### config.mk
export PLATFORM = sky130hd
export DESIGN_NAME = eight_bit_cpu_execute_unit_flat
export DESIGN_NICKNAME = d
export VERILOG_FILES = /design/src/hdl/ebcpu_pkg.sv /design/src/hdl/ebcpu_if.sv /design/src/hdl/eight_bit_cpu_execute_unit.sv /design/src/flat_wrapper.sv
export SDC_FILE = /design/constraint.sdc
export NUM_CORES = 1
export LEC_CHECK = 0
export BUFFER_PORTS_ARGS = -buffer_cell sky130_fd_sc_hd__buf_2
export CAP_MARGIN = 20
export CORE_MARGIN = 2
export CORE_UTILIZATION = 30
export CTS_BUF_LIST = sky130_fd_sc_hd__clkbuf_8
export DETAILED_ROUTE_END_ITERATION = 12
export PLACE_DENSITY = 0.55
export SYNTH_ARGS = -nofsm -noshare
export SYNTH_HDL_FRONTEND = slang
export SYNTH_SLANG_ARGS = --single-unit
### constraint.sdc
create_clock -name clk_i -period 4.2 [get_ports clk_i]
set_clock_uncertainty 0.1 [all_clocks]
set_input_delay 0.42 -clock clk_i [delete_from_list [all_inputs] [get_ports clk_i]]
set_output_delay 0.42 -clock clk_i [all_outputs]
set_load 0.1 [all_outputs]
### src/hdl/ebcpu_pkg.sv
`timescale 1ns / 1ps
// ----------------------------------------------------------------------------
// ebcpu_pkg
// Types, operation codes and constants of the 8-bit CPU execute unit.
// ----------------------------------------------------------------------------
package ebcpu_pkg;

  typedef enum logic [5:0] {
    OP_LDA, OP_LDX, OP_LDY, OP_STA, OP_STX, OP_STY, OP_TAX, OP_TAY, OP_TXA, OP_TYA,
    OP_TSX, OP_TXS, OP_PHA, OP_PHP, OP_PLA, OP_PLP,
    OP_AND, OP_EOR, OP_ORA, OP_BIT, OP_ADC, OP_SBC, OP_CMP, OP_CPX, OP_CPY,
    OP_INC, OP_INX, OP_INY, OP_DEC, OP_DEX, OP_DEY,
    OP_ASLA, OP_LSRA, OP_ROLA, OP_RORA, OP_ASLM, OP_LSRM, OP_ROLM, OP_RORM,
    OP_JMP, OP_JSR, OP_RTS,
    OP_BCC, OP_BCS, OP_BNE, OP_BEQ, OP_BPL, OP_BMI, OP_BVC, OP_BVS,
    OP_CLC, OP_CLD, OP_CLI, OP_CLV, OP_SEC, OP_SED, OP_SEI,
    OP_BRK, OP_NOP, OP_RTI
  } op_e;

  localparam int FLAG_C = 0;
  localparam int FLAG_Z = 1;
  localparam int FLAG_I = 2;
  localparam int FLAG_D = 3;
  localparam int FLAG_B = 4;
  localparam int FLAG_U = 5;
  localparam int FLAG_V = 6;
  localparam int FLAG_N = 7;

  localparam logic [7:0] STACK_PAGE     = 8'h01;
  localparam logic [7:0] SP_RESET       = 8'hFD;
  localparam logic [7:0] STATUS_RESET   = 8'h24;
  localparam logic [7:0] PUSH_FLAG_MASK = 8'h30;

  localparam logic [1:0] WRITE_NONE = 2'd0;
  localparam logic [1:0] WRITE_ONE  = 2'd1;
  localparam logic [1:0] WRITE_TWO  = 2'd2;

  typedef struct packed {
    logic [5:0]  operation;
    logic [15:0] address;
    logic [23:0] read_data;
    logic [15:0] next_pc;
  } in_word_t;

  typedef struct packed {
    logic [1:0]  write_count;
    logic [15:0] write_address;
    logic [15:0] write_data;
    logic [7:0]  accumulator_out;
    logic [7:0]  index_x_out;
    logic [7:0]  index_y_out;
    logic [7:0]  stack_pointer_out;
    logic [7:0]  status_out;
    logic [15:0] program_counter_out;
  } res_word_t;

endpackage

### src/hdl/ebcpu_if.sv
`timescale 1ns / 1ps
// ----------------------------------------------------------------------------
// ebcpu_if
// Valid/ready channels for instruction words and result words.
// ----------------------------------------------------------------------------
interface ebcpu_in_if;
  import ebcpu_pkg::*;

  logic     valid;
  logic     ready;
  in_word_t data;

  modport source (output valid, output data, input ready);
  modport sink (input valid, input data, output ready);
endinterface

interface ebcpu_res_if;
  import ebcpu_pkg::*;

  logic      valid;
  logic      ready;
  res_word_t data;

  modport source (output valid, output data, input ready);
  modport sink (input valid, input data, output ready);
endinterface

### src/hdl/eight_bit_cpu_execute_unit.sv
`timescale 1ns / 1ps
// ----------------------------------------------------------------------------
// eight_bit_cpu_execute_unit
// Execute stage of a 6502-style core: one decoded instruction per word.
// ----------------------------------------------------------------------------
// The unit accepts one instruction word per clock cycle while the result side is
// not stalled. The word is captured in an input register, executed in a single
// pass of 8-bit logic against the A, X, Y, S and P registers, and the result,
// which carries the next PC, lands in an output register while the registers
// are updated. That single execute pass, with its 9-bit add and compare, sets
// the rate of one instruction per cycle.
// Decimal mode has no effect on ADC or SBC, and BRK only sets the B flag.
module eight_bit_cpu_execute_unit (
  input  logic        clk_i,
  input  logic        rst_ni,
  ebcpu_in_if.sink    in_i,
  ebcpu_res_if.source res_o
);
  import ebcpu_pkg::*;

  typedef struct packed {
    logic [7:0] r;
    logic       c;
  } shift_t;

  function automatic logic [7:0] with_zn(input logic [7:0] p, input logic [7:0] v);
    logic [7:0] q;
    q         = p;
    q[FLAG_N] = v[7];
    q[FLAG_Z] = (v == 8'h00);
    return q;
  endfunction

  function automatic shift_t shift8(input logic [7:0] v, input logic left,
                                    input logic rot, input logic cin);
    shift_t s;
    if (left) begin
      s.c = v[7];
      s.r = {v[6:0], rot & cin};
    end else begin
      s.c = v[0];
      s.r = {rot & cin, v[7:1]};
    end
    return s;
  endfunction

  function automatic logic [7:0] pulled_status(input logic [7:0] p, input logic [7:0] m);
    return {m[7:6], 1'b1, p[FLAG_B], m[3:0]};
  endfunction

  in_word_t   in_q;
  logic       in_valid_q, in_valid_d;
  res_word_t  res_q, res_d;
  logic       res_valid_q, res_valid_d;
  logic [7:0] a_q, a_d, x_q, x_d, y_q, y_d, s_q, s_d, p_q, p_d;
  logic [15:0] pc_d;
  logic       exec_go;

  logic [7:0]  m;
  logic [7:0]  add_m;
  logic [8:0]  sum;
  logic [7:0]  cmp_reg;
  logic [8:0]  diff;
  logic [15:0] ret_addr;
  logic        take;
  shift_t      sh;
  logic [1:0]  wc;
  logic [15:0] wa, wd;

  assign exec_go     = in_valid_q && (!res_valid_q || res_o.ready);
  assign in_i.ready  = !in_valid_q || exec_go;
  assign res_o.valid = res_valid_q;
  assign res_o.data  = res_q;

  always_comb begin
    in_valid_d = in_valid_q;
    if (in_i.valid && in_i.ready) begin
      in_valid_d = 1'b1;
    end else if (exec_go) begin
      in_valid_d = 1'b0;
    end
    res_valid_d = res_valid_q;
    if (exec_go) begin
      res_valid_d = 1'b1;
    end else if (res_o.ready) begin
      res_valid_d = 1'b0;
    end
  end

  always_comb begin
    m        = in_q.read_data[7:0];
    add_m    = (op_e'(in_q.operation) == OP_SBC) ? ~m : m;
    sum      = {1'b0, a_q} + {1'b0, add_m} + {8'h00, p_q[FLAG_C]};
    cmp_reg  = (op_e'(in_q.operation) == OP_CPX) ? x_q :
               (op_e'(in_q.operation) == OP_CPY) ? y_q : a_q;
    diff     = {1'b0, cmp_reg} - {1'b0, m};
    ret_addr = in_q.next_pc - 16'd1;
    sh       = shift8(m, 1'b0, 1'b0, 1'b0);

    a_d  = a_q;
    x_d  = x_q;
    y_d  = y_q;
    s_d  = s_q;
    p_d  = p_q;
    pc_d = in_q.next_pc;
    wc   = WRITE_NONE;
    wa   = 16'h0000;
    wd   = 16'h0000;
    take = 1'b0;

    unique case (op_e'(in_q.operation)) inside
      OP_LDA: begin a_d = m; p_d = with_zn(p_q, m); end
      OP_LDX: begin x_d = m; p_d = with_zn(p_q, m); end
      OP_LDY: begin y_d = m; p_d = with_zn(p_q, m); end
      OP_STA: begin wc = WRITE_ONE; wa = in_q.address; wd = {8'h00, a_q}; end
      OP_STX: begin wc = WRITE_ONE; wa = in_q.address; wd = {8'h00, x_q}; end
      OP_STY: begin wc = WRITE_ONE; wa = in_q.address; wd = {8'h00, y_q}; end
      OP_TAX: begin x_d = a_q; p_d = with_zn(p_q, a_q); end
      OP_TAY: begin y_d = a_q; p_d = with_zn(p_q, a_q); end
      OP_TXA: begin a_d = x_q; p_d = with_zn(p_q, x_q); end
      OP_TYA: begin a_d = y_q; p_d = with_zn(p_q, y_q); end
      OP_TSX: begin x_d = s_q; p_d = with_zn(p_q, s_q); end
      OP_TXS: s_d = x_q;
      OP_PHA: begin
        wc  = WRITE_ONE;
        wa  = {STACK_PAGE, s_q};
        wd  = {8'h00, a_q};
        s_d = s_q - 8'd1;
      end
      OP_PHP: begin
        wc  = WRITE_ONE;
        wa  = {STACK_PAGE, s_q};
        wd  = {8'h00, p_q | PUSH_FLAG_MASK};
        s_d = s_q - 8'd1;
      end
      OP_PLA: begin s_d = s_q + 8'd1; a_d = m; p_d = with_zn(p_q, m); end
      OP_PLP: begin s_d = s_q + 8'd1; p_d = pulled_status(p_q, m); end
      OP_AND: begin a_d = a_q & m; p_d = with_zn(p_q, a_q & m); end
      OP_EOR: begin a_d = a_q ^ m; p_d = with_zn(p_q, a_q ^ m); end
      OP_ORA: begin a_d = a_q | m; p_d = with_zn(p_q, a_q | m); end
      OP_BIT: begin
        p_d[FLAG_N] = m[7];
        p_d[FLAG_V] = m[6];
        p_d[FLAG_Z] = ((a_q & m) == 8'h00);
      end
      OP_ADC, OP_SBC: begin
        a_d         = sum[7:0];
        p_d         = with_zn(p_q, sum[7:0]);
        p_d[FLAG_C] = sum[8];
        p_d[FLAG_V] = (a_q[7] ^ sum[7]) & (add_m[7] ^ sum[7]);
      end
      OP_CMP, OP_CPX, OP_CPY: begin
        p_d         = with_zn(p_q, diff[7:0]);
        p_d[FLAG_C] = !diff[8];
      end
      OP_INC: begin
        wc  = WRITE_ONE;
        wa  = in_q.address;
        wd  = {8'h00, m + 8'd1};
        p_d = with_zn(p_q, m + 8'd1);
      end
      OP_DEC: begin
        wc  = WRITE_ONE;
        wa  = in_q.address;
        wd  = {8'h00, m - 8'd1};
        p_d = with_zn(p_q, m - 8'd1);
      end
      OP_INX: begin x_d = x_q + 8'd1; p_d = with_zn(p_q, x_q + 8'd1); end
      OP_INY: begin y_d = y_q + 8'd1; p_d = with_zn(p_q, y_q + 8'd1); end
      OP_DEX: begin x_d = x_q - 8'd1; p_d = with_zn(p_q, x_q - 8'd1); end
      OP_DEY: begin y_d = y_q - 8'd1; p_d = with_zn(p_q, y_q - 8'd1); end
      OP_ASLA, OP_LSRA, OP_ROLA, OP_RORA: begin
        sh = shift8(a_q,
                    (op_e'(in_q.operation) == OP_ASLA) || (op_e'(in_q.operation) == OP_ROLA),
                    (op_e'(in_q.operation) == OP_ROLA) || (op_e'(in_q.operation) == OP_RORA),
                    p_q[FLAG_C]);
        a_d         = sh.r;
        p_d         = with_zn(p_q, sh.r);
        p_d[FLAG_C] = sh.c;
      end
      OP_ASLM, OP_LSRM, OP_ROLM, OP_RORM: begin
        sh = shift8(m,
                    (op_e'(in_q.operation) == OP_ASLM) || (op_e'(in_q.operation) == OP_ROLM),
                    (op_e'(in_q.operation) == OP_ROLM) || (op_e'(in_q.operation) == OP_RORM),
                    p_q[FLAG_C]);
        wc          = WRITE_ONE;
        wa          = in_q.address;
        wd          = {8'h00, sh.r};
        p_d         = with_zn(p_q, sh.r);
        p_d[FLAG_C] = sh.c;
      end
      OP_JMP: pc_d = in_q.address;
      OP_JSR: begin
        wc   = WRITE_TWO;
        wa   = {STACK_PAGE, s_q};
        wd   = {ret_addr[7:0], ret_addr[15:8]};
        s_d  = s_q - 8'd2;
        pc_d = in_q.address;
      end
      OP_RTS: begin
        s_d  = s_q + 8'd2;
        pc_d = in_q.read_data[15:0] + 16'd1;
      end
      OP_BCC: take = !p_q[FLAG_C];
      OP_BCS: take = p_q[FLAG_C];
      OP_BNE: take = !p_q[FLAG_Z];
      OP_BEQ: take = p_q[FLAG_Z];
      OP_BPL: take = !p_q[FLAG_N];
      OP_BMI: take = p_q[FLAG_N];
      OP_BVC: take = !p_q[FLAG_V];
      OP_BVS: take = p_q[FLAG_V];
      OP_CLC: p_d[FLAG_C] = 1'b0;
      OP_CLD: p_d[FLAG_D] = 1'b0;
      OP_CLI: p_d[FLAG_I] = 1'b0;
      OP_CLV: p_d[FLAG_V] = 1'b0;
      OP_SEC: p_d[FLAG_C] = 1'b1;
      OP_SED: p_d[FLAG_D] = 1'b1;
      OP_SEI: p_d[FLAG_I] = 1'b1;
      OP_BRK: p_d[FLAG_B] = 1'b1;
      OP_RTI: begin
        s_d  = s_q + 8'd3;
        p_d  = pulled_status(p_q, m);
        pc_d = in_q.read_data[23:8];
      end
      default: begin
      end
    endcase

    if (take) begin
      pc_d = in_q.address;
    end

    res_d.write_count         = wc;
    res_d.write_address       = wa;
    res_d.write_data          = wd;
    res_d.accumulator_out     = a_d;
    res_d.index_x_out         = x_d;
    res_d.index_y_out         = y_d;
    res_d.stack_pointer_out   = s_d;
    res_d.status_out          = p_d;
    res_d.program_counter_out = pc_d;
  end

  always_ff @(posedge clk_i or negedge rst_ni) begin
    if (!rst_ni) begin
      in_valid_q  <= 1'b0;
      res_valid_q <= 1'b0;
      a_q         <= 8'h00;
      x_q         <= 8'h00;
      y_q         <= 8'h00;
      s_q         <= SP_RESET;
      p_q         <= STATUS_RESET;
    end else begin
      in_valid_q  <= in_valid_d;
      res_valid_q <= res_valid_d;
      if (exec_go) begin
        a_q <= a_d;
        x_q <= x_d;
        y_q <= y_d;
        s_q <= s_d;
        p_q <= p_d;
      end
    end
  end

  always_ff @(posedge clk_i) begin
    if (in_i.valid && in_i.ready) begin
      in_q <= in_i.data;
    end
    if (exec_go) begin
      res_q <= res_d;
    end
  end

endmodule

### src/flat_wrapper.sv
// flat-port wrapper written by rule: the top's interface ports become plain ports
module eight_bit_cpu_execute_unit_flat import ebcpu_pkg::*;
  (clk_i, rst_ni, in_i_valid, in_i_data, in_i_ready, res_o_valid, res_o_data, res_o_ready);
  ebcpu_in_if in_i_i ();
  ebcpu_res_if res_o_i ();
  input  logic clk_i;
  input  logic rst_ni;
  input wire logic [$bits(in_i_i.valid)-1:0] in_i_valid;
  input wire logic [$bits(in_i_i.data)-1:0] in_i_data;
  output wire logic [$bits(in_i_i.ready)-1:0] in_i_ready;
  output wire logic [$bits(res_o_i.valid)-1:0] res_o_valid;
  output wire logic [$bits(res_o_i.data)-1:0] res_o_data;
  input wire logic [$bits(res_o_i.ready)-1:0] res_o_ready;
  assign in_i_i.valid = in_i_valid;
  assign in_i_i.data = in_i_data;
  assign in_i_ready = in_i_i.ready;
  assign res_o_valid = res_o_i.valid;
  assign res_o_data = res_o_i.data;
  assign res_o_i.ready = res_o_ready;
  eight_bit_cpu_execute_unit u_core (.clk_i(clk_i), .rst_ni(rst_ni), .in_i(in_i_i), .res_o(res_o_i));
endmodule
==> results.toml, run 1 <==
[clocking]
worstSkewPairLatency_ns = 0.54
post-cts-setup-buffers = 0
clock-sinks = 194
cts_buffers = 17
cts_tree = "done"
clockBufferDepth = 2
clk_pin_slew_ns = 0.11
htreeDepth = 4
root_buffer = "clkbuf_8"

[floorplanning]
start_util_pct = 30.2
rows = 76
die_width_um = 212
core_um2 = 42900
ios = 158
die-height_um = 212
die-area_um2 = 44800

[synth]
synth_cells = 1311
synth_commonest_cells = "152 x edfxtp_1, 101 x nor2_1, 95 x nand2_1"
yosysMostFrequentCell = "edfxtp_1"
synthArstFlopShare_pct = 21.6
yosysSeqAreaShare_pct = 43.4
synth_top_area_share_pct = 35.2
ys.warnings.count = 0
netlist.top_cell.by_area = "edfxtp_1"
synth_edf_count = 152
syn_nets = 1440
synth-seq-cells = 194
yosys-top-cells-area = "edfxtp_1 35%, dfrtp_1 6.4%, ha_1 5.6%, xnor2_1 3.7%, mux2_2 3.0%"
post_synth.cell_area_avg_um2 = 9.88
synthDistinctLibCells = 73
synth_area_um2 = 12900
synth_top_flop_cell = "edfxtp_1"

[global_routing]
grt_max_degree = 74
grt_pass1_wl_um = 74500
antenna_found_initial = 1
grt_util_all_layers_pct = 22.5
overflow = 0
grt_pass1_vias = 11736

[hold_path]
hp-class = "in -> reg"
hold_depth = 3

[drt]
wl_per_cell_um = 23.7
first_pass_iters = 10
drt_iter0_drc = 1414
vias = 12092
avgViaCountPerCell = 5.64
ant_nets = 0
routed_wl_um = 50800
drc = 0

[final_layout]
drive_above_1_share_pct = 21.2
utilization_pct = 36.8
antenna_cells = 0
instances_no_fill = 2143
syn2layout_area_growth_pct = 22.0
nNetsFinal = 1675

[sta]
slew_headroom_pct = 22.5
rsz0062_at_grt = "no"
slew_viol_final = 0
layout_min_cycle_time_ns = 3.98
setup-tns-final_ns = 0
setup_violations = 0
worst_slack_ns = 0.218
finalHoldViolCount = 0
finalCritPeriodShare_pct = 94.8
worst_slew_pin_slew_ns = 1.15
fmax_mhz = 251

[worst_setup_path]
r2r.worst_path.cells = 12
critPathLaunchType = "flop"
arrival_ns = 4.30
critPathCaptureType = "flop"
cp.required_ns = 4.52
path_max_fanout = 5
path_class = "reg -> reg"

[placement]
pre_cts_ws_ns = 0.163
portBuffers = 157
dp_hpwl_um = 37500
gp_congestion = 1.02
dp.cells = 2047

[power_and_ir_drop]
p_leak_uw = 0.00618
power_density_nw_per_um2 = 481
vdd_drop_max_uv = 213
p_total_uw = 7590

[run]
cap_violations = 0

[run_status]
outcome = "completed"
-- state kept, by name, summed over array words and instances, names as in the netlist --
register,cells
u_core.in_q,62
u_core.s_q,8
u_core.in_valid_q,1
u_core.res_o.data,90
u_core.p_q,8
u_core.res_o.valid,1
u_core.x_q,8
u_core.a_q,8
u_core.y_q,8
-- timing repair --
item,4_1_cts,5_1_grt
endpoints found under the setup margin,0,4
endpoints found under the hold margin,96,0
hold buffers,64,0
resized for setup,0,3
-- power breakdown --
part,internal (µW),switching [µW]
Sequential,2460,450
Combinational,1050,2310
Clock,544,779
Total,4060,3540
-- critical path, stage by stage, from the launching register on --
cell and delay (ns):
edfxtp_1 0.42, nor2b_2 0.26, nand4_1 0.34, xnor2_1 0.25, fa_1 0.43, fa_1 0.41
nand2b_1 0.18, a211oi_1 0.30, o31a_1 0.21, nor3_1 0.06, or3_1 0.39, mux2_2 0.27
mux2_2 0.26
-- path summary, 6_finish.rpt --
check	start	to	slack [ns]
worst max register to register	u_core.in_q[61]	u_core.a_q[6]	0.22
max in group asynchronous	rst_ni	u_core.x_q[6]	3.09
worst min register to register	u_core.in_valid_q	u_core.res_o.valid	0.41
worst min-delay path	res_o_ready	u_core.res_o.valid	0.08
min in group asynchronous	rst_ni	u_core.p_q[6]	0.46
worst max-delay path	u_core.in_q[61]	u_core.a_q[6]	0.22
-- cells in the final DEF, fill, tap and decap left out, types with 47 or more instances in the layout --
master	netlist	final
a21oi_1	71	71
nand2_1	95	95
buf_4	0	78
xnor2_1	54	54
o21ai_0	58	58
nor2_1	101	101
edfxtp_1	152	152
dlygate4sd3_1	0	64
inv_1	48	47
ha_1	58	58
buf_2	23	157
-- metrics by stage --
stage	hold slack, ns	cell area (µm²)
2_1_floorplan	0.0244	13000
3_3_place_gp	0.377	14700
3_5_place_dp	0.391	14700
4_1_cts	0.0470	15800
5_1_grt	0.0987	15800
6_report	0.0779	15800
-- cell families (layout without fill, tap and decap cells) --
group,Yosys count,after routing,share of synthesized area [%]
AO/OA/AOI/OAI,361,361,19.7
XOR/XNOR,79,79,5.34
adder cells (fa/ha/maj),64,64,6.45
buffers and inverters,133,380,4.08
flip-flops,194,194,43.4
multiplexers,48,48,4.04
AND/OR/NAND/NOR,432,432,16.9
-- cell type report --
class / count / area (µm²)
multi-input combinational: 984 / 6810
tap: 585 / 732
clock buffer: 17 / 234
inverter: 48 / 183
clock inverter: 14 / 173
sequential: 194 / 5630
fill: 4387 / 27100
timing repair buffer: 301 / 2040
-- per-layer routing --
layer	share of wire [%]	up-vias	track usage [%]
li1	-	5477	-
met1	43	5908	30.5
met2	45	584	34.1
met3	7.9	119	5.31
met4	3.9	4	9.35
met5	0.14	-	1.00
Power figures use the tool's default switching activity.
==> run 2, diff against run 1 <==
Settings changed: CORE_MARGIN 2 to 5, PLACE_DENSITY 0.55 to 0.45.
==> results.toml, run 2 (synthesis results as in run 1) <==
[sta]
slew_headroom_pct = 34.1
finalHoldViolCount = 0
setup_violations = 0
hold-worst-slack_ns = 0.0477
layout_min_cycle_time_ns = 3.99
setup-tns-final_ns = 0
slew_viol_final = 0
worst_slew_pin_slew_ns = 0.981
finalCritPeriodShare_pct = 95.0
fmax_mhz = 251
rsz0062_at_grt = "no"

[power_and_ir_drop]
power_density_nw_per_um2 = 486
p_leak_uw = 0.00621
vdd_drop_max_uv = 242

[clocking]
htreeDepth = 4
cts_buffers = 17
root_buffer = "clkbuf_8"
clockBufferDepth = 2
cts_tree = "done"
post-cts-setup-buffers = 0
clk_pin_slew_ns = 0.11
clock-sinks = 194
worstSkewPairLatency_ns = 0.56

[placement]
portBuffers = 157
postPlaceCellArea_um2 = 14800
dp_hpwl_um = 39400
gp_congestion = 0.973

[floorplanning]
ios = 158
die-height_um = 218
rows = 76
die-area_um2 = 47400
die_width_um = 218
start_util_pct = 30.2
core_um2 = 42900

[worst_setup_path]
critPathSlowestCell = "edfxtp_1"
critPathLaunchType = "flop"
path_delay_family = "simple AND/OR/NAND/NOR gates"
path_max_fanout = 17
cp.required_ns = 4.53
crit_buf_inv = 1
critPathCaptureType = "flop"
crit_chain = "buf_4, nand4_1, xnor2_1, fa_1, fa_1, nand2b_1, a211oi_1, o31a_1, nor3_1, or3_1, mux2_2, mux2_2"
critPathMaxStageDelay_ns = 0.42
arrival_ns = 4.32
path_class = "reg -> reg"

[final_layout]
fillers = 4325
nNetsFinal = 1677
fin_area_um2 = 15900
largest_register_ffs = 90
multi_input_area_um2 = 6810
syn2layout_area_growth_pct = 22.4
drive_above_1_share_pct = 21.1
final_cell_mix = "157 x buf_2, 152 x edfxtp_1, 101 x nor2_1, 95 x nand2_1, 79 x buf_4"
layout_commonest_cell = "buf_2"
regArea_um2 = 5630

[drt]
routed_wl_um = 53400
ant_nets = 0
vias = 12082
drc = 0
avgViaCountPerCell = 5.63
wl_per_cell_um = 24.9
first_pass_iters = 8
drt_iter0_drc = 1416

[global_routing]
grt_util_all_layers_pct = 22.1
grt_pass1_vias = 12033
overflow = 0
grt_pass1_wl_um = 78900
grt_max_degree = 63
antenna_found_initial = 0

[hold_path]
hp-class = "in -> reg"

[run]
cap_violations = 0

[run_status]
outcome = "completed"
==> run 2: cell count changes in the layout (fill, tap and decap cells not counted), moves of 2 or more <==
cell / change
buf_12: +2
clkinv_4: -3
clkinv_8: +2
clkinvlp_4: -2
==> run 2: metal layers <==
metal / track usage (%) / wire (µm) / vias to the layer above
met5: 0 / 0 / -
met2: 34.9 / 24600 / 510
met4: 7.20 / 1440 / 0
met3: 3.33 / 3490 / 88
met1: 31.3 / 23900 / 5990
li1: - / - / 5494
==> run 2: worst paths after layout <==
kind,slack (ns),end,start,cells past startpoint
worst min-delay path,0.05,u_core.res_o.valid,res_o_ready,3
worst max register to register,0.21,u_core.a_q[6],u_core.in_q[56],12
max in group asynchronous,2.73,u_core.s_q[3],rst_ni,3
worst min register to register,0.41,u_core.p_q[5],u_core.p_q[5],1
worst max-delay path,0.21,u_core.a_q[6],u_core.in_q[56],12
min in group asynchronous,0.42,u_core.x_q[6],rst_ni,2
==> run 2: layout make-up <==
class                      instances  share of cell area [%]
inverter                          48                    1.15
sequential                       194                    35.5
clock inverter                    15                    1.22
tap                              585                    4.62
clock buffer                      17                    1.48
antenna                            1                  0.0158
multi-input combinational        984                    42.9
timing repair buffer             303                    13.1
==> run 2: per-stage QoR <==
step                      cells  worst slack, ns  total power [µW]  utilization, %
after detailed placement   2050            0.243              6290            34.5
final                      2147            0.209              7710            37.0
after global routing       2146           0.0352              8100            37.0
after CTS                  2146            0.229              7720            37.0
after global placement     2050            0.328              6280            34.5
after floorplan            1311            0.130              5210               -
==> run 2: power breakdown <==
| part | leakage (µW) | switching [µW] | internal [µW] |
|---|---|---|---|
| Sequential | 0.00199 | 462 | 2460 |
| Combinational | 0.00401 | 2350 | 1070 |
| Clock | 0.000216 | 809 | 557 |
==> run 2: what timing repair did <==
item                                    CTS  global route
hold buffers                             64             0
endpoints found under the setup margin    0             2
gates resized for setup                   0             1
hold endpoints to repair                 91             0
==> run 2: worst register-to-register path, cell delays in order (launching register included) <==
cell	delay, ns
edfxtp_1	0.42
buf_4	0.27
nand4_1	0.34
xnor2_1	0.24
fa_1	0.42
fa_1	0.42
nand2b_1	0.18
a211oi_1	0.29
o31a_1	0.21
nor3_1	0.06
or3_1	0.39
mux2_2	0.28
mux2_2	0.26
==> run 3, diff against run 2 <==
Settings changed: CORE_MARGIN 5 to not set, GPL_TIMING_DRIVEN set to 0, REMOVE_ABC_BUFFERS set to 1.
==> results.toml, run 3 (synthesis results as in run 1) <==
[placement]
portBuffers = 157
dp_hpwl_um = 36700
pre_cts_ws_ns = -1.74
gp_congestion = 0.938
postPlaceCellArea_um2 = 14300

[final_layout]
syn2layout_area_growth_pct = 21.9
nNetsFinal = 1645
multi_input_area_um2 = 6950
final_cell_mix = "157 x buf_2, 152 x edfxtp_1, 100 x nor2_1, 92 x nand2_1, 69 x a21oi_1"
fin_area_um2 = 15800
drive_above_1_share_pct = 21.4
fillers = 4334
layout_commonest_cell = "buf_2"
antenna_cells = 0
regArea_um2 = 5630
utilization_pct = 37.4
largest_register_ffs = 90

[clocking]
clk_pin_slew_ns = 0.12
cts_buffers = 17
worstSkewPairLatency_ns = 0.54
clock-sinks = 194
htreeDepth = 4
root_buffer = "clkbuf_8"
clockBufferDepth = 2
cts_tree = "done"

[drt]
ant_nets = 0
avgViaCountPerCell = 5.80
routed_wl_um = 52400
wl_per_cell_um = 25.3
vias = 11989
first_pass_iters = 6
drc = 0
drt_iter0_drc = 1291

[sta]
worst_slew_pin_slew_ns = 1.06
rsz0062_at_grt = "yes"
worst_slack_ns = 0.132
setup_violations = 0
finalCritPeriodShare_pct = 96.8
layout_min_cycle_time_ns = 4.07
hold-worst-slack_ns = 0.0595
slew_viol_final = 0
finalHoldViolCount = 0
slew_headroom_pct = 28.6
fmax_mhz = 246

[floorplanning]
ios = 158
rows = 75
die-area_um2 = 44000
die-height_um = 210
core_um2 = 42200
start_util_pct = 30.7
die_width_um = 210

[worst_setup_path]
worstReg2RegStart = "u_core.in_q[17]"
cp-startpoint = "u_core.in_q[17]"
reg2reg_to = "u_core.res_o.data[17]"
path_class = "reg -> reg"
path_max_fanout = 17
critPathLaunchType = "flop"
arrival_ns = 4.24
critPathCaptureType = "flop"
r2r.worst_path.cells = 9
cp.required_ns = 4.37
crit_end = "u_core.res_o.data[17]"
reg2reg_slack_ns = 0.13

[run]
cap_violations = 0

[global_routing]
grt_pass1_wl_um = 77100
antenna_found_initial = 0
grt_util_all_layers_pct = 23.7
grt_pass1_vias = 11473
overflow = 0
grt_max_degree = 80

[power_and_ir_drop]
p_leak_uw = 0.00612
power_density_nw_per_um2 = 477
vdd_drop_max_uv = 221

[run_status]
outcome = "completed"

[hold_path]
hp-class = "in -> reg"
run 3: per-layer routing:
layer	up-vias	track usage, %	routed length [µm]
met1	5955	33.4	23700
met5	-	0	0
li1	5437	-	-
met4	0	7.43	1220
met2	518	37.4	24100
met3	79	3.23	3350
run 3: stage by stage:
stage	setup TNS (ns)	power, µW	std cells
floorplan	-9.87	5150	1226
global placement	-293.41	6100	1922
detailed placement	-32.21	6120	1932
CTS	0	7530	2048
global route	-0.0176	7900	2068
finish	0	7530	2068
run 3: worst min-delay path by stage:
stage	cells past startpoint	from	slack (ns)	endpoint
3_5_place_dp	1	rst_ni	0.32	u_core.a_q[5]
5_1_grt	3	res_o_ready	0.06	u_core.res_o.valid
3_3_place_gp	1	u_core.in_valid_q	0.37	u_core.res_o.valid
6_report	3	res_o_ready	0.06	u_core.res_o.valid
2_1_floorplan	0	rst_ni	0.02	u_core.a_q[0]
4_1_cts	3	res_o_ready	0.02	u_core.res_o.valid
run 3: repair_timing:
item                       CTS  global route
gates resized for setup     19            18
pin swaps                    1             4
setup endpoints to repair   48             9
hold buffers                64             0
hold endpoints to repair    71             0
buffers inserted            20            16
run 3: where the power goes:
| part | switching (µW) | internal, µW |
|---|---|---|
| registers | 692 | 2450 |
| clock network | 809 | 497 |
| logic | 2080 | 1000 |
| total | 3580 | 3950 |
run 3: area by class of cell:
| class | count | share of cell area, % |
|---|---|---|
| Multi-Input combinational cell | 984 | 44.0 |
| Sequential cell | 194 | 35.6 |
| Timing Repair Buffer | 271 | 12.2 |
| Tap cell | 539 | 4.27 |
| Clock buffer | 17 | 1.48 |
| Inverter | 48 | 1.22 |
| Clock inverter | 15 | 1.10 |
run 3: worst max-delay path: stages, from the launching register on:
cell	delay [ns]
edfxtp_1	1.01
inv_1	0.53
ha_1	0.48
or4_1	0.15
nor4_1	0.09
a41o_1	0.23
or4_1	0.50
a21o_1	0.18
nor4_1	0.38
a21oi_2	0.13
